$ cat config.mk
export PLATFORM = sky130hd
export DESIGN_NAME = blid_cell
export DESIGN_NICKNAME = d
export VERILOG_FILES = /design/src/rtl/core/blid_pkg.sv /design/src/rtl/core/blid_cell.sv
export SDC_FILE = /design/constraint.sdc
export NUM_CORES = 1
export LEC_CHECK = 0
export BUFFER_PORTS_ARGS = -buffer_cell sky130_fd_sc_hd__buf_2
export CAP_MARGIN = 25
export CORE_UTILIZATION = 45
export CTS_BUF_LIST = sky130_fd_sc_hd__clkbuf_4
export CTS_CLUSTER_DIAMETER = 60
export DETAILED_ROUTE_END_ITERATION = 8
export PLACE_DENSITY = 0.89
export SETUP_SLACK_MARGIN = 0.15
export SLEW_MARGIN = 10
export SYNTH_ARGS = -nofsm -noshare
export SYNTH_HDL_FRONTEND = slang
export SYNTH_SLANG_ARGS = --single-unit
$ cat constraint.sdc
create_clock -name clock -period 8.77 [get_ports clock]
set_input_delay 0 -clock clock [delete_from_list [all_inputs] [get_ports clock]]
set_output_delay 0 -clock clock [all_outputs]
set_load 0.05 [all_outputs]
$ cat src/rtl/core/blid_pkg.sv
`default_nettype none

package blid_pkg;

   // Wide enough for any count or position the ports can carry
   localparam int unsigned LIST_CNT_W = 7;
   localparam int unsigned POS_W      = 6;
   localparam int unsigned VALUE_W    = 32;

   typedef enum logic [1:0] {
      FUNC_PUSH_FRONT = 2'd0,
      FUNC_PUSH_BACK  = 2'd1,
      FUNC_REMOVE     = 2'd2,
      FUNC_RESERVED   = 2'd3
   } func_type;

   typedef struct packed {
      logic [1:0]                func;
      logic signed [VALUE_W-1:0] value;
      logic [POS_W-1:0]          position;
   } req_type;

   typedef struct packed {
      logic signed [VALUE_W-1:0] item_value;
      logic                      is_last;
      logic                      list_empty;
      logic                      ignored;
   } rsp_type;

   typedef enum logic [2:0] {
      CELL_HOLD   = 3'd0,
      CELL_FRONT  = 3'd1,
      CELL_BACK   = 3'd2,
      CELL_REMOVE = 3'd3,
      CELL_ROTATE = 3'd4
   } cell_op_type;

   typedef struct packed {
      cell_op_type           op;
      logic [LIST_CNT_W-1:0] count;
      logic [POS_W-1:0]      position;
   } cell_ctrl_type;

endpackage

`default_nettype wire

$ cat src/rtl/core/blid_cell.sv
`default_nettype none

module blid_cell #(
   parameter int unsigned IDX = 0
) (
   input  wire logic                                clock,
   input  wire blid_pkg::cell_ctrl_type             ctrl,
   input  wire logic signed [blid_pkg::VALUE_W-1:0] new_value,
   input  wire logic signed [blid_pkg::VALUE_W-1:0] left_value,
   input  wire logic signed [blid_pkg::VALUE_W-1:0] right_value,
   input  wire logic signed [blid_pkg::VALUE_W-1:0] head_value,
   output logic signed [blid_pkg::VALUE_W-1:0]      value_out
);
   import blid_pkg::*;

   localparam logic [LIST_CNT_W-1:0] MY_IDX  = LIST_CNT_W'(IDX);
   localparam logic [LIST_CNT_W-1:0] NXT_IDX = LIST_CNT_W'(IDX + 1);

   logic signed [VALUE_W-1:0] value_ff;
   logic signed [VALUE_W-1:0] value_in;

   always_comb begin
      value_in = value_ff;
      unique case (ctrl.op)
         CELL_FRONT: begin
            value_in = left_value;
         end
         CELL_BACK: begin
            if (ctrl.count == MY_IDX) begin
               value_in = new_value;
            end
         end
         CELL_REMOVE: begin
            // close the gap: everything at or past the removed slot moves down
            if (MY_IDX >= LIST_CNT_W'(ctrl.position)) begin
               value_in = right_value;
            end
         end
         CELL_ROTATE: begin
            // rotate only the occupied part so the order returns after count steps
            if (NXT_IDX < ctrl.count) begin
               value_in = right_value;
            end else if (NXT_IDX == ctrl.count) begin
               value_in = head_value;
            end
         end
         default: begin
            value_in = value_ff;
         end
      endcase
   end

   always_ff @(posedge clock) begin
      value_ff <= value_in;
   end

   assign value_out = value_ff;

endmodule

`default_nettype wire

Yosys cells after proc, flatten, opt, wreduce, memory -nomap -nowiden
Index checks and enable logic that the tools add are counted.
{ "op_classes": {"add_sub_neg": 0, "mul": 0, "div_mod_pow": 0, "n_lt_le_gt_ge": 2, "eq_ne": 8, "shift": 0, "muxes": 5, "bitwise_logic": 0, "n_reduce_logical": 3} }
{ "op_table": {"columns": ["op", "n"], "rows": [
  ["32-bit 2-to-1 mux", 4],
  ["32-bit case mux with 4 select lines", 1],
  ["1-bit by 7-bit == test with 1-bit output, first input constant", 1],
  ["7-bit zero test", 1],
  ["1-bit by 7-bit less-than comparator with 1-bit output, first input constant", 1],
  ["3-bit by 2-bit == test with 1-bit output, second input constant", 2],
  ["1-bit by 6-bit greater-or-equal comparator with 1-bit output, first input constant", 1],
  ["2-bit != test, second input constant", 2],
  ["4-bit AND reduction", 1],
  ["4-bit nonzero test", 1],
  ["3-bit by 1-bit == test with 1-bit output, second input constant", 1],
  ["3-bit == test, second input constant", 1],
  ["3-bit != test, second input constant", 1]
]} }
{ "totals": {"reg_bits": 32, "latchBits": 0, "ram_bits": 0, "romBits": 0, "input_bits": 145, "output_inout_bits": 32, "memories": 0} }

Logic depth before layout (Yosys ltp)
{ "logic_depth": {"depth_word": 4, "mapped_depth": 6, "ltp_nobuf": 4} }

Worst setup path before layout
No wires, ideal clock.
{ "synth_path": {"path_type": "input -> register", "from": "input ctrl[2] in the netlist's numbering", "to": "register value_ff[0], in the netlist value_out[0] (enable)", "arrival_time_ps": 2369, "t_required_ps": 8339, "path_slack_ps": 5971, "stages": 4, "path_cell_list": "or4_1 o31ai_1 nand2_1 o211ai_1"} }
{ "synth_via": {"elab_chain_cells": 3} }
{ "synth_lines": {"columns": ["element", "line_no", "text"], "rows": [
  ["start, declared", "blid_cell.sv:7", "input wire blid_pkg::cell_ctrl_type ctrl,"],
  ["1-bit by 6-bit greater-or-equal comparator with 1-bit output", "blid_cell.sv:35", "if (MY_IDX >= LIST_CNT_W'(ctrl.position)) begin"],
  ["2-bit != test (no line)", null, null],
  ["4-bit AND reduction (no line)", null, null],
  ["end signal, assigned", "blid_cell.sv:54", "value_ff <= value_in;"],
  ["end, declared", "blid_cell.sv:19", "logic signed [VALUE_W-1:0] value_ff;"]
]} }
Every way passes these cells.
A chain may end at the register's enable or synchronous reset.

Worst setup path after layout
{ "layout_path": {"from": "input ctrl[12] in the netlist's numbering", "to": "register value_ff[25], in the netlist value_out[25] (enable)"} }
{ "layout_via": {"elab_chain_cells": 3, "elab_cells_between_ends": 6, "cone_classes": "1 x order compare; 3 x eq/ne; 2 x reduce/logical"} }
{ "layout_lines": {"columns": ["element", "line_no", "text"], "rows": [
  ["1-bit by 7-bit less-than comparator with 1-bit output (tied with other cells)", "blid_cell.sv:41", "if (NXT_IDX < ctrl.count) begin"],
  ["3-bit != test (no line) / 2-bit != test (equally long branches)", null, null],
  ["4-bit AND reduction (no line) *", null, null]
]} }
Every way passes the cells marked *; elsewhere a longest branch is shown, timed or not.

==> impl_metrics.py <==
metrics = {
    "run_status": {
        "status": "finished clean",
    },
    "synthesis": {
        "synth_mux_area_frac": 0.139,
        "yosysWarnings": 0,
        "syn-cell-area_mm2": 0.00230,
        "synth_compound_area_frac": 0.0848,
        "synth_xor_area_frac": 0,
        "synth_top_cell_area_share": 0.418,
        "syn_nets": 407,
        "async_flop_share": 0,
        "syn_inst": 262,
        "yosysSeqAreaShare": 0.418,
        "synth_top_family_by_area": "simple AND/OR/NAND/NOR gates",
        "yosys_most_used_dff": "edfxtp_1",
        "yosys.area.top_type": "edfxtp_1",
        "avgSynthCellArea_um2": 8.78,
        "ys_types": 21,
        "ys_seq_elements": 32,
        "netlist_top_cells_area": "edfxtp_1, mux2i_1, or4_1",
        "synth_adder_area_share": 0,
        "yosys.area_share.simple": 0.306,
        "synth_edf_count": 32,
        "synth_common_cells": "nor2_1, or4_1, edfxtp_1, mux2i_1, o21ai_0",
        "synth_most_common_cell": "nor2_1",
    },
    "floorplan": {
        "die_area_mm2": 0.00540,
        "die-height_um": 73.5,
        "core_area_mm2": 0.00482,
        "io_pins": 177,
        "start_util": 0.478,
        "fp.dieW_um": 73.5,
        "num_rows": 25,
    },
    "worst_hold_path": {
        "min_path_type": "primary input to register",
        "worstHoldStart": "head_value[19]",
    },
    "flow_run": {
        "drv_cap": 0,
    },
    "setup_path": {
        "end_kind": "register",
        "crit_path_max_fanout": 32,
        "critPathArrivalTime_ns": 2.19,
        "crit_start": "ctrl[12]",
        "worstSetupPathType": "primary input to register",
        "cp-start-kind": "primary input",
        "cp_data_required_time_ns": 8.74,
    },
    "global_routing": {
        "track_usage": 0.266,
        "grt_pass1_wl_um": 10900,
        "antenna_found_initial": 0,
        "overflow": 0,
        "grt_max_degree": 38,
        "grt_pass1_vias": 2414,
    },
    "sta": {
        "relSlewSlack": 0.504,
        "setup-violations-final": 0,
        "setup_tns_ns": 0,
        "whs_ns": 0.0408,
        "tightest_slew_ns": 0.739,
        "finalCriticalPeriod_ns": 2.22,
        "rsz0062_at_grt": "no",
        "fmax_ghz": 0.450,
        "final-hold-violation-count": 0,
        "fin_crit_sh": 0.253,
        "drv_slew": 0,
    },
    "routing": {
        "dr.pass1.iters": 4,
        "drc_errors": 0,
        "drt-total-wl_um": 7380,
        "drt_iter0_drc": 164,
        "viasPerCell": 5.40,
        "wl_per_cell_um": 14.9,
        "vias": 2669,
        "ant_nets": 0,
    },
    "cells_and_area": {
        "fin_nets": 572,
        "drive_gt1_frac": 0.447,
        "num-fill-cells": 416,
        "largest_reg_flops": 32,
        "diodes": 0,
        "syn2layout_area_growth_pct": 42.1,
    },
    "clocking": {
        "clockBufferDepth": 2,
        "postCtsHoldBufs": 0,
        "cts_resized": 0,
        "cts_buffers": 5,
        "numClockSinks": 32,
        "h-tree-depth": 2,
        "cts_root_buf": "clkbuf_4",
        "tritoncts": "yes",
        "cts_setup_buffers": 0,
        "clk_pin_slew_worst_paths_ns": 0.09,
    },
    "pwr": {
        "peakVddDrop_v": 0.0000742,
        "power_mw": 0.415,
        "p_leak_nw": 1.72,
        "p_per_area_mw_per_mm2": 127,
    },
    "placement": {
        "portBuffers": 176,
        "gp_congestion": 0.816,
        "dp_hpwl_um": 5400,
    },
}
-- area by class of cell --
type / instances / area [um2] / area share
clock buffers: 5 / 37.5 / 0.0115
clock inverters: 2 / 7.51 / 0.00230
multi-input cells: 207 / 1230 / 0.375
flip-flops and latches: 32 / 961 / 0.294
well taps: 67 / 83.8 / 0.0256
repair buffers: 181 / 953 / 0.292
-- through the flow --
| step | std cells | utilization | area, um2 | setup slack (ns) |
|---|---|---|---|---|
| 6_report | 494 | 0.679 | 3270 | 6.55 |
| 3_3_place_gp | 484 | 0.657 | 3170 | 6.19 |
| 5_1_grt | 494 | 0.679 | 3270 | 6.45 |
| 4_1_cts | 492 | 0.670 | 3230 | 6.37 |
| 2_1_floorplan | 262 | - | 2300 | 5.97 |
| 3_5_place_dp | 485 | 0.661 | 3180 | 6.04 |
-- kinds of logic after synthesis --
family                 after synthesis
and+or+nand+nor                    138
AOI/OAI and AO/OA                   37
muxes                               32
DFF                                 32
buffers and inverters               23
-- critical path, cell delays in order --
cell and delay [ns]:
buf_2 0.10, nor4_1 0.33, nand2_2 0.43, buf_16 0.33, or4_1 0.48, o211ai_1 0.11, buf_4 0.39
-- final timing paths --
path / slack, ns / endpoint / cells after the start
worst min-delay path: 0.04 / value_out[19] / 3
worst max-delay path: 6.55 / value_out[25] / 7
-- layout by cell type, fill, tap and decap left out --
cell type | netlist | routed
buf_16 | 0 | 1
buf_2 | 7 | 176
buf_4 | 1 | 2
buf_8 | 0 | 2
clkbuf_4 | 0 | 5
clkinv_1 | 0 | 2
edfxtp_1 | 32 | 32
mux2i_1 | 32 | 32
nand2_1 | 2 | 1
nand2_2 | 0 | 1
nand2b_1 | 3 | 3
nand3b_2 | 1 | 1
nor2_1 | 65 | 64
nor2_2 | 0 | 1
nor2b_2 | 0 | 1
nor3_1 | 31 | 31
nor4_1 | 1 | 1
o211ai_1 | 1 | 1
o21a_1 | 1 | 1
o21ai_0 | 32 | 32
o22ai_1 | 2 | 2
o31ai_1 | 1 | 1
or2_2 | 1 | 1
or4_1 | 33 | 33
-- routing by layer --
metal,GRT usage,up-vias,routed length (um)
li1,-,1300,-
met1,0.300,1230,2800
met2,0.499,124,3980
met3,0.0439,15,455
met4,0.0962,0,140
met5,0,-,0
-- where the power goes --
part	total, mW	switching, mW	internal, mW
logic	0.152	0.0995	0.0530
registers	0.191	0.00389	0.187
clock network	0.0713	0.0434	0.0279
No activity file was read; power rests on OpenSTA's default activity.
